### config.mk
export PLATFORM = sky130hd
export DESIGN_NAME = quadratic_probe_hash_insert_unit
export DESIGN_NICKNAME = d
export VERILOG_FILES = /design/src/qph_pkg.sv /design/src/qph_ram.sv /design/src/qph_mod_unit.sv /design/src/quadratic_probe_hash_insert_unit.sv
export SDC_FILE = /design/constraint.sdc
export NUM_CORES = 1
export LEC_CHECK = 0
export BUFFER_PORTS_ARGS = -buffer_cell sky130_fd_sc_hd__buf_2
export CAP_MARGIN = 10
export CELL_PAD_IN_SITES_DETAIL_PLACEMENT = 0
export CELL_PAD_IN_SITES_GLOBAL_PLACEMENT = 1
export CORE_ASPECT_RATIO = 1.1
export CORE_MARGIN = 3
export CORE_UTILIZATION = 35
export CTS_BUF_LIST = sky130_fd_sc_hd__clkbuf_8
export DETAILED_ROUTE_END_ITERATION = 8
export HOLD_SLACK_MARGIN = 0.15
export PLACE_DENSITY = 0.61
export SETUP_SLACK_MARGIN = 0.02
export SYNTH_ARGS = -nofsm -noshare
export SYNTH_HDL_FRONTEND = slang
export SYNTH_SLANG_ARGS = --single-unit
### constraint.sdc
create_clock -name clock -period 6.35 [get_ports clock]
set_input_delay 0.3175 -clock clock [delete_from_list [all_inputs] [get_ports clock]]
set_output_delay 0.3175 -clock clock [all_outputs]
set_load 0.05 [all_outputs]
### src/qph_pkg.sv
// ---------------------------------------------------------------------------
// Quadratic probe hash insert: shared package
// Sizes, operation and status codes, beat types and the modular add used
// by the probe sequencer.
// ---------------------------------------------------------------------------
package qph_pkg;

   localparam int TABLE_DEPTH    = 64;
   localparam int KEY_BITS       = 16;
   localparam int ADDR_BITS      = $clog2(TABLE_DEPTH);
   localparam int KEY_FIELD_BITS = 16;
   localparam int CFG_BITS       = 7;
   localparam int SLOT_BITS      = 6;
   localparam int COUNT_BITS     = 8;
   localparam int OP_BITS        = 2;
   localparam int STATUS_BITS    = 2;
   localparam int CSR_INDEX_BITS = 1;
   localparam int DIV_COUNT_BITS = $clog2(KEY_BITS + 1);

   localparam logic [OP_BITS-1:0] OP_INSERT = 2'd0;
   localparam logic [OP_BITS-1:0] OP_READ   = 2'd1;
   localparam logic [OP_BITS-1:0] OP_CLEAR  = 2'd2;

   localparam logic [STATUS_BITS-1:0] STATUS_DONE    = 2'd0;
   localparam logic [STATUS_BITS-1:0] STATUS_FULL    = 2'd1;
   localparam logic [STATUS_BITS-1:0] STATUS_ZERO    = 2'd2;
   localparam logic [STATUS_BITS-1:0] STATUS_BAD_CFG = 2'd3;

   localparam logic [CSR_INDEX_BITS-1:0] CSR_HASH_DIVISOR = 1'd0;
   localparam logic [CSR_INDEX_BITS-1:0] CSR_TABLE_LENGTH = 1'd1;

   localparam logic [CFG_BITS-1:0] RESET_HASH_DIVISOR = 7'd13;
   localparam logic [CFG_BITS-1:0] RESET_TABLE_LENGTH = 7'd16;

   typedef struct packed {
      logic [OP_BITS-1:0]        operation;
      logic [KEY_FIELD_BITS-1:0] key;
      logic [SLOT_BITS-1:0]      slot_index;
   } req_type;

   typedef struct packed {
      logic [STATUS_BITS-1:0]    status;
      logic [SLOT_BITS-1:0]      placed_slot;
      logic [COUNT_BITS-1:0]     probe_count;
      logic [KEY_FIELD_BITS-1:0] slot_key;
   } rsp_type;

   typedef struct packed {
      logic                 done;
      logic [ADDR_BITS-1:0] remainder;
   } mod_stat_type;

   typedef enum logic [2:0] {
      ST_IDLE,
      ST_HASH,
      ST_PROBE,
      ST_READ,
      ST_RESP
   } state_type;

   // (a + b) mod m for a + b below twice m.
   function automatic logic [CFG_BITS-1:0] mod_add(input logic [CFG_BITS-1:0] a,
                                                   input logic [CFG_BITS-1:0] b,
                                                   input logic [CFG_BITS-1:0] m);
      logic [CFG_BITS:0] sum;
      sum = {1'b0, a} + {1'b0, b};
      if (sum >= {1'b0, m}) begin
         sum = sum - {1'b0, m};
      end
      return sum[CFG_BITS-1:0];
   endfunction

endpackage

### src/qph_ram.sv
// ---------------------------------------------------------------------------
// Generic single-write, single-read RAM
// One write port and one read port with registered read data.
// ---------------------------------------------------------------------------
module qph_ram #(
   parameter int WIDTH = 16,
   parameter int DEPTH = 64
) (
   input  logic                     clock,
   input  logic                     wr_en,
   input  logic [$clog2(DEPTH)-1:0] wr_addr,
   input  logic [WIDTH-1:0]         wr_data,
   input  logic [$clog2(DEPTH)-1:0] rd_addr,
   output logic [WIDTH-1:0]         rd_data
);

   logic [WIDTH-1:0] mem_ff [DEPTH];
   logic [WIDTH-1:0] rd_data_ff;

   always_ff @(posedge clock) begin
      if (wr_en) begin
         mem_ff[wr_addr] <= wr_data;
      end
      rd_data_ff <= mem_ff[rd_addr];
   end

   assign rd_data = rd_data_ff;

endmodule

### src/qph_mod_unit.sv
// ---------------------------------------------------------------------------
// Quadratic probe hash: remainder unit
// Restoring remainder of a key by the hash divisor, one key bit per cycle.
// ---------------------------------------------------------------------------
module qph_mod_unit (
   input  logic                            clock,
   input  logic                            reset,
   input  logic                            start,
   input  logic [qph_pkg::KEY_BITS-1:0]    dividend,
   input  logic [qph_pkg::CFG_BITS-1:0]    divisor,
   output qph_pkg::mod_stat_type           stat
);

   logic                                 busy_ff, busy_in;
   logic                                 done_ff, done_in;
   logic [qph_pkg::DIV_COUNT_BITS-1:0]   count_ff, count_in;
   logic [qph_pkg::KEY_BITS-1:0]         shift_ff, shift_in;
   logic [qph_pkg::ADDR_BITS-1:0]        rem_ff, rem_in;
   logic [qph_pkg::ADDR_BITS:0]          trial;

   always_comb begin
      busy_in  = busy_ff;
      done_in  = 1'b0;
      count_in = count_ff;
      shift_in = shift_ff;
      rem_in   = rem_ff;
      trial    = {rem_ff, shift_ff[qph_pkg::KEY_BITS-1]};
      if (start) begin
         busy_in  = 1'b1;
         count_in = qph_pkg::DIV_COUNT_BITS'(qph_pkg::KEY_BITS);
         shift_in = dividend;
         rem_in   = '0;
      end else if (busy_ff) begin
         if (qph_pkg::CFG_BITS'(trial) >= divisor) begin
            rem_in = qph_pkg::ADDR_BITS'(qph_pkg::CFG_BITS'(trial) - divisor);
         end else begin
            rem_in = qph_pkg::ADDR_BITS'(trial);
         end
         shift_in = {shift_ff[qph_pkg::KEY_BITS-2:0], 1'b0};
         count_in = count_ff - 1'b1;
         if (count_ff == qph_pkg::DIV_COUNT_BITS'(1)) begin
            busy_in = 1'b0;
            done_in = 1'b1;
         end
      end
   end

   always_ff @(posedge clock) begin
      if (reset) begin
         busy_ff  <= 1'b0;
         done_ff  <= 1'b0;
         count_ff <= '0;
      end else begin
         busy_ff  <= busy_in;
         done_ff  <= done_in;
         count_ff <= count_in;
      end
      shift_ff <= shift_in;
      rem_ff   <= rem_in;
   end

   assign stat.done      = done_ff;
   assign stat.remainder = rem_ff;

endmodule

### src/quadratic_probe_hash_insert_unit.sv
// ---------------------------------------------------------------------------
// Quadratic probe hash insert unit
// Open-addressing key table with quadratic probing, read and clear.
//
// Request beats on req_* carry an operation, a key and a slot index; each
// request gives exactly one response beat on rsp_*. The unit handles one
// request at a time and holds req_stall high until its response has been
// loaded into the output register. The hash divisor and table length must be
// written through csr_* only while no request is in flight; the unit does
// not enforce this. An insert first takes the key modulo the hash divisor
// in a bit-serial remainder unit, then checks one probe position per cycle
// against the slot occupancy flags. Reads pass through the registered table
// RAM, while clears and rejected inserts go straight to the response state.
// The next request can be accepted in the cycle after the response has been
// loaded. Reset empties the table at once and restores a divisor of 13
// and a table length of 16. While rsp_stall is high the response beat is
// held and the unit waits with its next response until the output
// register is free.
// ---------------------------------------------------------------------------
module quadratic_probe_hash_insert_unit (
   input  logic                                 clock,
   input  logic                                 reset,
   input  logic                                 req_valid,
   output logic                                 req_stall,
   input  qph_pkg::req_type                     req_data,
   output logic                                 rsp_valid,
   input  logic                                 rsp_stall,
   output qph_pkg::rsp_type                     rsp_data,
   input  logic                                 csr_wr_en,
   input  logic [qph_pkg::CSR_INDEX_BITS-1:0]   csr_index,
   input  logic [qph_pkg::CFG_BITS-1:0]         csr_wr_data
);

   qph_pkg::state_type                   state_ff, state_in;
   qph_pkg::req_type                     req_ff, req_in;
   qph_pkg::rsp_type                     res_ff, res_in;
   qph_pkg::rsp_type                     rsp_ff, rsp_in;
   logic                                 rsp_valid_ff, rsp_valid_in;
   logic [qph_pkg::CFG_BITS-1:0]         divisor_ff, divisor_in;
   logic [qph_pkg::CFG_BITS-1:0]         length_ff, length_in;
   logic [qph_pkg::TABLE_DEPTH-1:0]      occupied_ff, occupied_in;
   logic [qph_pkg::CFG_BITS-1:0]         home_ff, home_in;
   logic [qph_pkg::CFG_BITS-1:0]         pos_ff, pos_in;
   logic [qph_pkg::CFG_BITS-1:0]         square_ff, square_in;
   logic [qph_pkg::CFG_BITS-1:0]         odd_ff, odd_in;
   logic [qph_pkg::CFG_BITS-1:0]         iter_ff, iter_in;
   logic                                 upward_ff, upward_in;
   logic [qph_pkg::COUNT_BITS-1:0]       count_ff, count_in;

   logic                                 accept;
   logic                                 out_free;
   logic                                 zero_key;
   logic                                 bad_cfg;
   logic                                 slot_taken;
   logic                                 last_round;
   logic                                 read_in_range;
   logic [qph_pkg::CFG_BITS-1:0]         square_next;
   logic                                 mod_start;
   qph_pkg::mod_stat_type                mod_stat;
   logic                                 ram_wr_en;
   logic [qph_pkg::ADDR_BITS-1:0]        ram_wr_addr;
   logic [qph_pkg::ADDR_BITS-1:0]        ram_rd_addr;
   logic [qph_pkg::KEY_BITS-1:0]         ram_rd_data;
   logic [qph_pkg::KEY_BITS-1:0]         key_masked;

   assign accept        = req_valid && !req_stall;
   assign out_free      = !rsp_valid_ff || !rsp_stall;
   assign key_masked    = qph_pkg::KEY_BITS'(req_data.key);
   assign zero_key      = (key_masked == '0);
   assign bad_cfg       = (divisor_ff == '0) || (length_ff == '0)
                          || (32'(length_ff) > qph_pkg::TABLE_DEPTH)
                          || (divisor_ff > length_ff);
   assign slot_taken    = occupied_ff[pos_ff[qph_pkg::ADDR_BITS-1:0]];
   assign last_round    = (iter_ff == length_ff);
   assign read_in_range = (32'(req_ff.slot_index) < qph_pkg::TABLE_DEPTH);
   assign square_next   = qph_pkg::mod_add(square_ff, odd_ff, length_ff);
   assign mod_start     = accept && (req_data.operation == qph_pkg::OP_INSERT)
                          && !zero_key && !bad_cfg;
   assign ram_rd_addr   = qph_pkg::ADDR_BITS'(req_data.slot_index);
   assign ram_wr_addr   = pos_ff[qph_pkg::ADDR_BITS-1:0];
   assign req_stall     = (state_ff != qph_pkg::ST_IDLE);

   qph_mod_unit u_mod (
      .clock    (clock),
      .reset    (reset),
      .start    (mod_start),
      .dividend (key_masked),
      .divisor  (divisor_ff),
      .stat     (mod_stat)
   );

   qph_ram #(
      .WIDTH (qph_pkg::KEY_BITS),
      .DEPTH (qph_pkg::TABLE_DEPTH)
   ) u_table (
      .clock   (clock),
      .wr_en   (ram_wr_en),
      .wr_addr (ram_wr_addr),
      .wr_data (req_ff.key[qph_pkg::KEY_BITS-1:0]),
      .rd_addr (ram_rd_addr),
      .rd_data (ram_rd_data)
   );

   always_comb begin
      state_in = state_ff;
      unique case (state_ff)
         qph_pkg::ST_IDLE: begin
            if (accept) begin
               if (mod_start) begin
                  state_in = qph_pkg::ST_HASH;
               end else if (req_data.operation == qph_pkg::OP_READ) begin
                  state_in = qph_pkg::ST_READ;
               end else begin
                  state_in = qph_pkg::ST_RESP;
               end
            end
         end
         qph_pkg::ST_HASH: begin
            if (mod_stat.done) begin
               state_in = qph_pkg::ST_PROBE;
            end
         end
         qph_pkg::ST_PROBE: begin
            if (!slot_taken || (!upward_ff && last_round)) begin
               state_in = qph_pkg::ST_RESP;
            end
         end
         qph_pkg::ST_READ: begin
            state_in = qph_pkg::ST_RESP;
         end
         qph_pkg::ST_RESP: begin
            if (out_free) begin
               state_in = qph_pkg::ST_IDLE;
            end
         end
         default: begin
            state_in = qph_pkg::ST_IDLE;
         end
      endcase
   end

   always_comb begin
      req_in       = req_ff;
      res_in       = res_ff;
      rsp_in       = rsp_ff;
      rsp_valid_in = rsp_valid_ff && rsp_stall;
      divisor_in   = divisor_ff;
      length_in    = length_ff;
      occupied_in  = occupied_ff;
      home_in      = home_ff;
      pos_in       = pos_ff;
      square_in    = square_ff;
      odd_in       = odd_ff;
      iter_in      = iter_ff;
      upward_in    = upward_ff;
      count_in     = count_ff;
      ram_wr_en    = 1'b0;

      if (csr_wr_en) begin
         unique case (csr_index)
            qph_pkg::CSR_HASH_DIVISOR: divisor_in = csr_wr_data;
            qph_pkg::CSR_TABLE_LENGTH: length_in  = csr_wr_data;
            default: ;
         endcase
      end

      unique case (state_ff)
         qph_pkg::ST_IDLE: begin
            if (accept) begin
               req_in = req_data;
               res_in = '0;
               res_in.status = qph_pkg::STATUS_DONE;
               if (req_data.operation == qph_pkg::OP_INSERT) begin
                  if (zero_key) begin
                     res_in.status = qph_pkg::STATUS_ZERO;
                  end else if (bad_cfg) begin
                     res_in.status = qph_pkg::STATUS_BAD_CFG;
                  end
               end else if (req_data.operation == qph_pkg::OP_CLEAR) begin
                  occupied_in = '0;
               end
            end
         end
         qph_pkg::ST_HASH: begin
            home_in   = qph_pkg::CFG_BITS'(mod_stat.remainder);
            pos_in    = qph_pkg::CFG_BITS'(mod_stat.remainder);
            square_in = '0;
            odd_in    = (length_ff == qph_pkg::CFG_BITS'(1)) ? '0 : qph_pkg::CFG_BITS'(1);
            iter_in   = '0;
            upward_in = 1'b0;
            count_in  = '0;
         end
         qph_pkg::ST_PROBE: begin
            if (!slot_taken) begin
               ram_wr_en = 1'b1;
               occupied_in[pos_ff[qph_pkg::ADDR_BITS-1:0]] = 1'b1;
               res_in.status      = qph_pkg::STATUS_DONE;
               res_in.placed_slot = qph_pkg::SLOT_BITS'(pos_ff);
               res_in.probe_count = count_ff;
               res_in.slot_key    = '0;
            end else begin
               count_in = count_ff + 1'b1;
               if (upward_ff) begin
                  pos_in    = qph_pkg::mod_add(home_ff, length_ff - square_ff, length_ff);
                  upward_in = 1'b0;
               end else if (last_round) begin
                  res_in        = '0;
                  res_in.status = qph_pkg::STATUS_FULL;
               end else begin
                  iter_in   = iter_ff + 1'b1;
                  square_in = square_next;
                  odd_in    = qph_pkg::mod_add(odd_ff, qph_pkg::CFG_BITS'(2), length_ff);
                  pos_in    = qph_pkg::mod_add(home_ff, square_next, length_ff);
                  upward_in = 1'b1;
               end
            end
         end
         qph_pkg::ST_READ: begin
            if (read_in_range
                && occupied_ff[qph_pkg::ADDR_BITS'(req_ff.slot_index)]) begin
               res_in.slot_key = qph_pkg::KEY_FIELD_BITS'(ram_rd_data);
            end else begin
               res_in.slot_key = '0;
            end
         end
         qph_pkg::ST_RESP: begin
            if (out_free) begin
               rsp_in       = res_ff;
               rsp_valid_in = 1'b1;
            end
         end
         default: ;
      endcase
   end

   always_ff @(posedge clock) begin
      if (reset) begin
         state_ff     <= qph_pkg::ST_IDLE;
         rsp_valid_ff <= 1'b0;
         divisor_ff   <= qph_pkg::RESET_HASH_DIVISOR;
         length_ff    <= qph_pkg::RESET_TABLE_LENGTH;
         occupied_ff  <= '0;
      end else begin
         state_ff     <= state_in;
         rsp_valid_ff <= rsp_valid_in;
         divisor_ff   <= divisor_in;
         length_ff    <= length_in;
         occupied_ff  <= occupied_in;
      end
      req_ff    <= req_in;
      res_ff    <= res_in;
      rsp_ff    <= rsp_in;
      home_ff   <= home_in;
      pos_ff    <= pos_in;
      square_ff <= square_in;
      odd_ff    <= odd_in;
      iter_ff   <= iter_in;
      upward_ff <= upward_in;
      count_ff  <= count_in;
   end

   assign rsp_valid = rsp_valid_ff;
   assign rsp_data  = rsp_ff;

endmodule
==> results.md, run 1 <==
- Outcome: completed
- Ports: 71
- Die area: 0.1536 mm2
- Starting Density: 0.3548
- IO buf count: 70
- CP top delay family: adder cells
- Layout cells sized above 1: 0.2629
- Pin count of the biggest net entering global routing: 89
- Main synth FF type: edfxtp_1
- Max Clock Skew: 50.90 ps
- Vias in the first global route: 28840
- CTS Buffer Depth: 3
- Worst Path Required: 7070 ps
- Detail Route Antenna Nets: 0
- Fillers: 13040
- Die Y: 410.8 um
- Max stage delay on crit path: 610 ps
- Critical path depth: 23
- Slew margin rel.: 0.2314
- Worst-path cell chain: ha_2, fa_1, a21o_1, a21oi_1, xnor2_1, ha_1, a21o_1, or4_4, o2bb2ai_4, o211ai_1, a21oi_2, ha_1, inv_1, fa_1, inv_2, ha_1, nor2b_1, o21ai_1, a21oi_1, or4b_2, and4_1, mux2_1, a211oi_1
- Die Width: 374.0 um
- Final period util: 0.9629
- Worst Reg2Reg Path Length in Cells: 23
- Type of origin of the critical path: flop
- Synth warn: 0
- Max-slew violations: 0
- Crit. End Element: flop
- DRT Pass-1 Iters: 5
- RSZ-0062 raised after global routing: false
- Leakage power: 19.70 nW
- Largest area contributor in the netlist: edfxtp_1
- Final count of hold timing violations: 0
- Synth unique cells: 76
- Hold depth: 4
- Multi-input gate area: 0.01416 mm2
- Main area contributors after synthesis: edfxtp_1, mux4_2, dfxtp_1
- Syn_area_per_cell: 18.84 um2
- Vias: 27480
- Area grow syn2layout: 15.03%
- CTS clk-pin slew, worst paths: 60 ps
- Top cell by count, worst path: ha_1
- Syn Inst Count: 2768
- Drt initial violations: 2721
- Number of synthesized flops with an enable pin: 1168
- Place WS: -11.53 ps
- Rows: 147
- Fmax: 0.1636 GHz
- Asr flop ratio synth: 0
- # setup viols final: 0
- Average wire per standard cell: 25.78 um
- PwrDens: 300.9 mW/mm2
- First-pass GRT wire length: 198.6 mm
- H-tree levels: 4
- Core area: 0.1470 mm2
- Clk_lat worst skew: 920 ps
- Nets: 3223
- Vias per std cell: 5.280
- Placer Congestion: 0.8094
- CTS buffer count: 202
- Final worst setup slack: 235.9 ps
- Overall global routing resource usage: 0.1755
- DRC: 0
- Post-DP HPWL: 80.73 mm
- Worst Path Max Fanout: 5
- Max Cap Viol: 0
- Slew @ Worst Pin: 1142 ps
- FF/Latch Area: 0.03730 mm2
- Total wire length: 134.2 mm
- CTS root buffer: clkbuf_8
- Worst Hold Class: in2reg
- CTS tree: done
- Final Instance Area: 0.05997 mm2
- Initial antenna violation count: 7
- Synth top area share: 0.6727
- Peak VDD IR: 173.7 uV
- Placed cell area: 0.05535 mm2
- Netlist Area Pre-Place: 0.05214 mm2
- Max stage delay cell, worst path: or4b_2
- Sequential fraction of the synthesis area: 0.7153
- WP buf/inv: 2
- Yosys reg bits: 1279
- Total gr overflow: 0
- Post-Syn Nets: 2887
- # clock sinks: 1279
- Worst Path Arrival: 6840 ps
- Minimum clock period: 6114 ps
- Worst setup path category: reg2reg
[cell usage after synthesis (33+ instances only)]
| library cell | n |
|---|---|
| a21oi_1 | 55 |
| nand3_1 | 33 |
| clkbuf_1 | 83 |
| mux4_2 | 364 |
| xnor2_1 | 36 |
| dfxtp_1 | 111 |
| nor2_1 | 128 |
| and2_1 | 35 |
| ha_1 | 73 |
| o21ai_0 | 98 |
| edfxtp_1 | 1168 |
| inv_1 | 65 |
| buf_1 | 42 |
| nand2_1 | 173 |
[tightest hold or removal path, stage by stage]
cell	delay, ps
dlygate4sd3_1	530
buf_2	130
nand2_1	50
nand2_1	50
[final cells by class]
type                    instances  area share
flip-flops and latches       1279      0.6219
multi-input cells            1283      0.2361
clock buffers                 207     0.04750
well taps                    1937     0.04041
repair buffers                271     0.03545
clock inverters               156     0.01427
inverters                      67    0.004193
diodes                          4   0.0001669
[cell usage in the layout, fill, tap and decap left out, types with 23 or more instances in the layout]
cell type and instances:
dfxtp_1 111, clkbuf_8 207, ha_1 71, nand3_1 33
inv_1 133, nand2_1 173, dlygate4sd3_1 72, buf_4 126
edfxtp_1 1168, xor2_1 23, clkinv_1 50, buf_2 66
a21oi_1 52, nor2_1 124, o21ai_0 94, xnor2_1 36
mux4_2 364, and2_1 35
[path summary, 6_finish.rpt]
check / from / end / slack (ps)
worst max-delay path: square_ff[0] / pos_ff[5] / 240
worst min-delay path: req_data[10] / u_mod.shift_ff[4] / 280
worst max register to register: square_ff[0] / pos_ff[5] / 240
worst min register to register: res_ff[7] / rsp_data[7] / 420
[metal layers]
| layer | GRT usage | vias up | part of all wire |
|---|---|---|---|
| li1 | - | 11880 | - |
| met1 | 0.2366 | 14480 | 0.42 |
| met2 | 0.2922 | 915 | 0.50 |
| met3 | 0.03016 | 210 | 0.059 |
| met4 | 0.05226 | 0 | 0.022 |
| met5 | 0 | - | 0 |
[timing repair]
action	in CTS	in global routing
hold buffers	72	0
setup buffers	0	11
endpoints found under the setup margin	1	6
pin swaps	2	5
hold endpoints to repair	211	0
gates resized for setup	3	13
[through the flow]
step	hold slack [ps]	setup TNS, ps	util	cells	power [mW]
2_1_floorplan	400.3	0	-	2768	10.98
3_3_place_gp	405.3	-3.162	0.3767	4752	11.57
3_5_place_dp	404.5	-11.53	0.3767	4752	11.61
4_1_cts	150.1	0	0.4068	5187	18.17
5_1_grt	221.3	0	0.4080	5201	18.82
6_report	275.5	0	0.4081	5204	18.05
[power by group]
| group | internal (mW) | switching [mW] | total [mW] |
|---|---|---|---|
| Sequential | 9.38 | 0.103 | 9.49 |
| Clock | 3.24 | 3.25 | 6.50 |
| Combinational | 0.855 | 1.21 | 2.06 |
| Total | 13.5 | 4.56 | 18.0 |
[cells by family after synthesis]
family          synth area share
simple gates             0.04353
fa+ha+maj                0.02097
compound gates           0.03144
xor+xnor                0.009911
buf+inv                  0.01560
flops                     0.7153
mux                       0.1632
[state kept, by name, indices dropped and copies added (netlist names)]
signal,cells
square_ff,7
occupied_ff,64
pos_ff,6
u_mod.rem_ff,6
home_ff,6
u_mod.done_ff,1
count_ff,8
state_ff,3
iter_ff,7
u_table.rd_data,16
u_mod.count_ff,5
divisor_ff,7
rsp_valid,1
rsp_data,32
res_ff,32
req_ff,22
odd_ff,7
u_mod.shift_ff,16
u_mod.busy_ff,1
upward_ff,1
u_table.mem_ff,1024
length_ff,7
Note: power is estimated with default switching activity, not from simulation.
==> inputs of run 2 (changes only) <==
--- a/config.mk
+++ b/config.mk
@@ -19,4 +19,5 @@
 export SETUP_SLACK_MARGIN = 0.02
 export SYNTH_ARGS = -nofsm -noshare
 export SYNTH_HDL_FRONTEND = slang
+export SYNTH_HIERARCHICAL = 1
 export SYNTH_SLANG_ARGS = --single-unit
==> run 2 against run 1 <==
  * Power is 11% higher
  * First-iteration DRC count is 12% lower
  * Via count is 2.7% higher
  * Synthesized cell count is 6.1% higher
  * Global-route usage is 0.093 points lower
  * Clock power is 4.3% higher
  * Register-to-register slack better by 250 ps
==> results.md, run 2 <==
- Total gr overflow: 0
- Most frequent cell after synthesis: edfxtp_1
- Biggest regs: u_table/mem_ff: 1024 flops, occupied_ff: 64 flops
- FF-to-FF End: pos_ff[0]
- Ports: 71
- Synth unique cells: 91
- Layout Utilization: 0.4042
- Detail Route Antenna Nets: 0
- Core area: 0.1503 mm2
- Outcome: completed
- Max-slew violations: 0
- Largest register FFs: 1024
- Worst Hold Class: in2reg
- Worst Path Max Fanout: 5
- Max stage delay cell, worst path: fa_1
- Worst Path Arrival: 6640 ps
- Number of synthesized flops with an enable pin: 1168
- Syn_area_per_cell: 18.05 um2
- Max Clock Skew: 63.42 ps
- CTS buffer count: 207
- Synth top area share: 0.6615
- Die Width: 377.1 um
- Minimum clock period: 5868 ps
- Vias in the first global route: 29160
- WHS Endpoint: req_ff[1]
- RR Startpoint: square_ff[0]
- Commonest cells post-synth: edfxtp_1, mux4_2, nor2_1, dfxtp_1
- Post-Syn Nets: 3058
- Min-delay src: req_data[1]
- # clock sinks: 1279
- Final count of hold timing violations: 0
- Max stage delay on crit path: 420 ps
- Vias per std cell: 5.218
- Setup tns final: 0 ps
- WP buf/inv: 2
- Commonest cells after routing, fill and taps aside: edfxtp_1, mux4_2, clkbuf_8
- Sequential fraction of the synthesis area: 0.7034
- H-tree levels: 4
- Asr flop ratio synth: 0
- Die area: 0.1562 mm2
- Largest Register: u_table/mem_ff
- Layout cells sized above 1: 0.2419
- Fmax: 0.1704 GHz
- Slew @ Worst Pin: 1072 ps
- Post-DP HPWL: 82.47 mm
- Worst Path Required: 7120 ps
- # setup viols final: 0
- CTS Buffer Depth: 3
- CTS tree: done
- Peak VDD IR: 329.3 uV
- Main area contributors after synthesis: edfxtp_1, mux4_2, dfxtp_1
- IO buf count: 70
- Largest area contributor in the netlist: edfxtp_1
- DRT Pass-1 Iters: 5
- Final worst setup slack: 482.3 ps
- Average wire per standard cell: 25.19 um
- Critical path depth: 27
- Hold depth: 2
- DRC: 0
- Placed cells: 4950
- Syn Inst Count: 2938
- Drt initial violations: 2388
- Type of origin of the critical path: flop
- Nets: 3391
- Place WS: -26.17 ps
- First-pass GRT wire length: 200.5 mm
- PwrDens: 330.8 mW/mm2
- Pin count of the biggest net entering global routing: 77
- Main synth FF type: edfxtp_1
- Worst setup path category: reg2reg
- CTS root buffer: clkbuf_8
- CP top delay family: compound AO/OA/AOI/OAI gates
- Rows: 149
- CTS clk-pin slew, worst paths: 70 ps
- Initial antenna violation count: 11
- R2R setup slack: 480 ps
- Crit. End Element: flop
- Overall global routing resource usage: 0.1745
- Final cell count without fillers: 5407
- Total wire length: 136.2 mm
- Placer Congestion: 0.7838
- Max Cap Viol: 0
- Clk_lat worst skew: 930 ps
- Vias: 28210
- Yosys reg bits: 1279
- RSZ-0062 raised after global routing: false
- Netlist Area Pre-Place: 0.05302 mm2
- Area grow syn2layout: 14.55%
- Top cell by count, worst path: ha_1
- Final period util: 0.9240
- Starting Density: 0.3529
- Synth warn: 6
- Worst Reg2Reg Path Length in Cells: 27
- Commonest non-fill, non-tap cell in the layout: edfxtp_1
- Die Y: 414.2 um
- Leakage power: 20.35 nW
- Slew margin rel.: 0.2819
- Total power: 20.09 mW
## run 2: worst register-to-register path, delay by kind of cell, from the launching register on
kind / cells / cell delay [ps]
multiplexers: 1 / 270
adder cells (fa/ha/maj): 6 / 1890
AO/OA/AOI/OAI: 13 / 2160
AND/OR/NAND/NOR: 3 / 470
XOR/XNOR: 2 / 290
flip-flops: 1 / 400
buffers and inverters: 2 / 250
## run 2: worst max path at each step
stage,endpoint,from,slack [ps]
after global placement,pos_ff[4],square_ff[0],40
after floorplan,pos_ff[4],square_ff[0],530
after detailed placement,pos_ff[0],square_ff[0],-30
final,pos_ff[0],square_ff[0],480
after global routing,pos_ff[0],odd_ff[1],20
after CTS,pos_ff[0],square_ff[0],50
## run 2: timing repair
action	CTS	global route
cloned	0	0
setup buffers	0	1
hold buffers	74	0
hold endpoints to repair	117	0
pin swaps	0	2
setup endpoints to repair	4	6
gates resized for setup	1	11
## run 2: stage by stage
step / hold slack, ps / instance area (um2)
after CTS: 150.5 / 60680
final: 264.1 / 60740
after global placement: 402.1 / 55970
after detailed placement: 404.5 / 55970
after floorplan: 389.9 / 53020
after global routing: 186.6 / 60740
## run 2: where the power goes
part           switching (mW)  internal [mW]  leakage, nW  total [mW]
Combinational            2.14           1.33         6.59        3.47
Clock                    3.32           3.46         2.27        6.78
Sequential              0.169           9.67         11.5        9.84
Total                    5.63           14.5         20.3        20.1
## run 2: per-layer routing
layer,global-route usage,wire (um)
met5,0,51
met4,0.05397,3396
met3,0.03196,6938
met2,0.2897,67580
met1,0.2331,58260
## run 2: kinds of logic (layout without fill, tap and decap cells)
kind of cell	Yosys count	in the layout	synth area share
other cells	0	1	0
mux	416	416	0.1394
flops	1279	1279	0.7034
compound gates	374	374	0.05227
xor+xnor	63	63	0.01041
buf+inv	212	717	0.02242
fa+ha+maj	83	83	0.02086
simple gates	511	511	0.05123
## run 2: cell type report
type	instances	area, um2
diodes	1	2.502
clock buffers	229	3152
clock inverters	152	819.5
fillers	13660	89520
inverters	61	229.0
multi-input cells	1447	14640
flip-flops and latches	1279	37300
well taps	1963	2456
repair buffers	275	2138
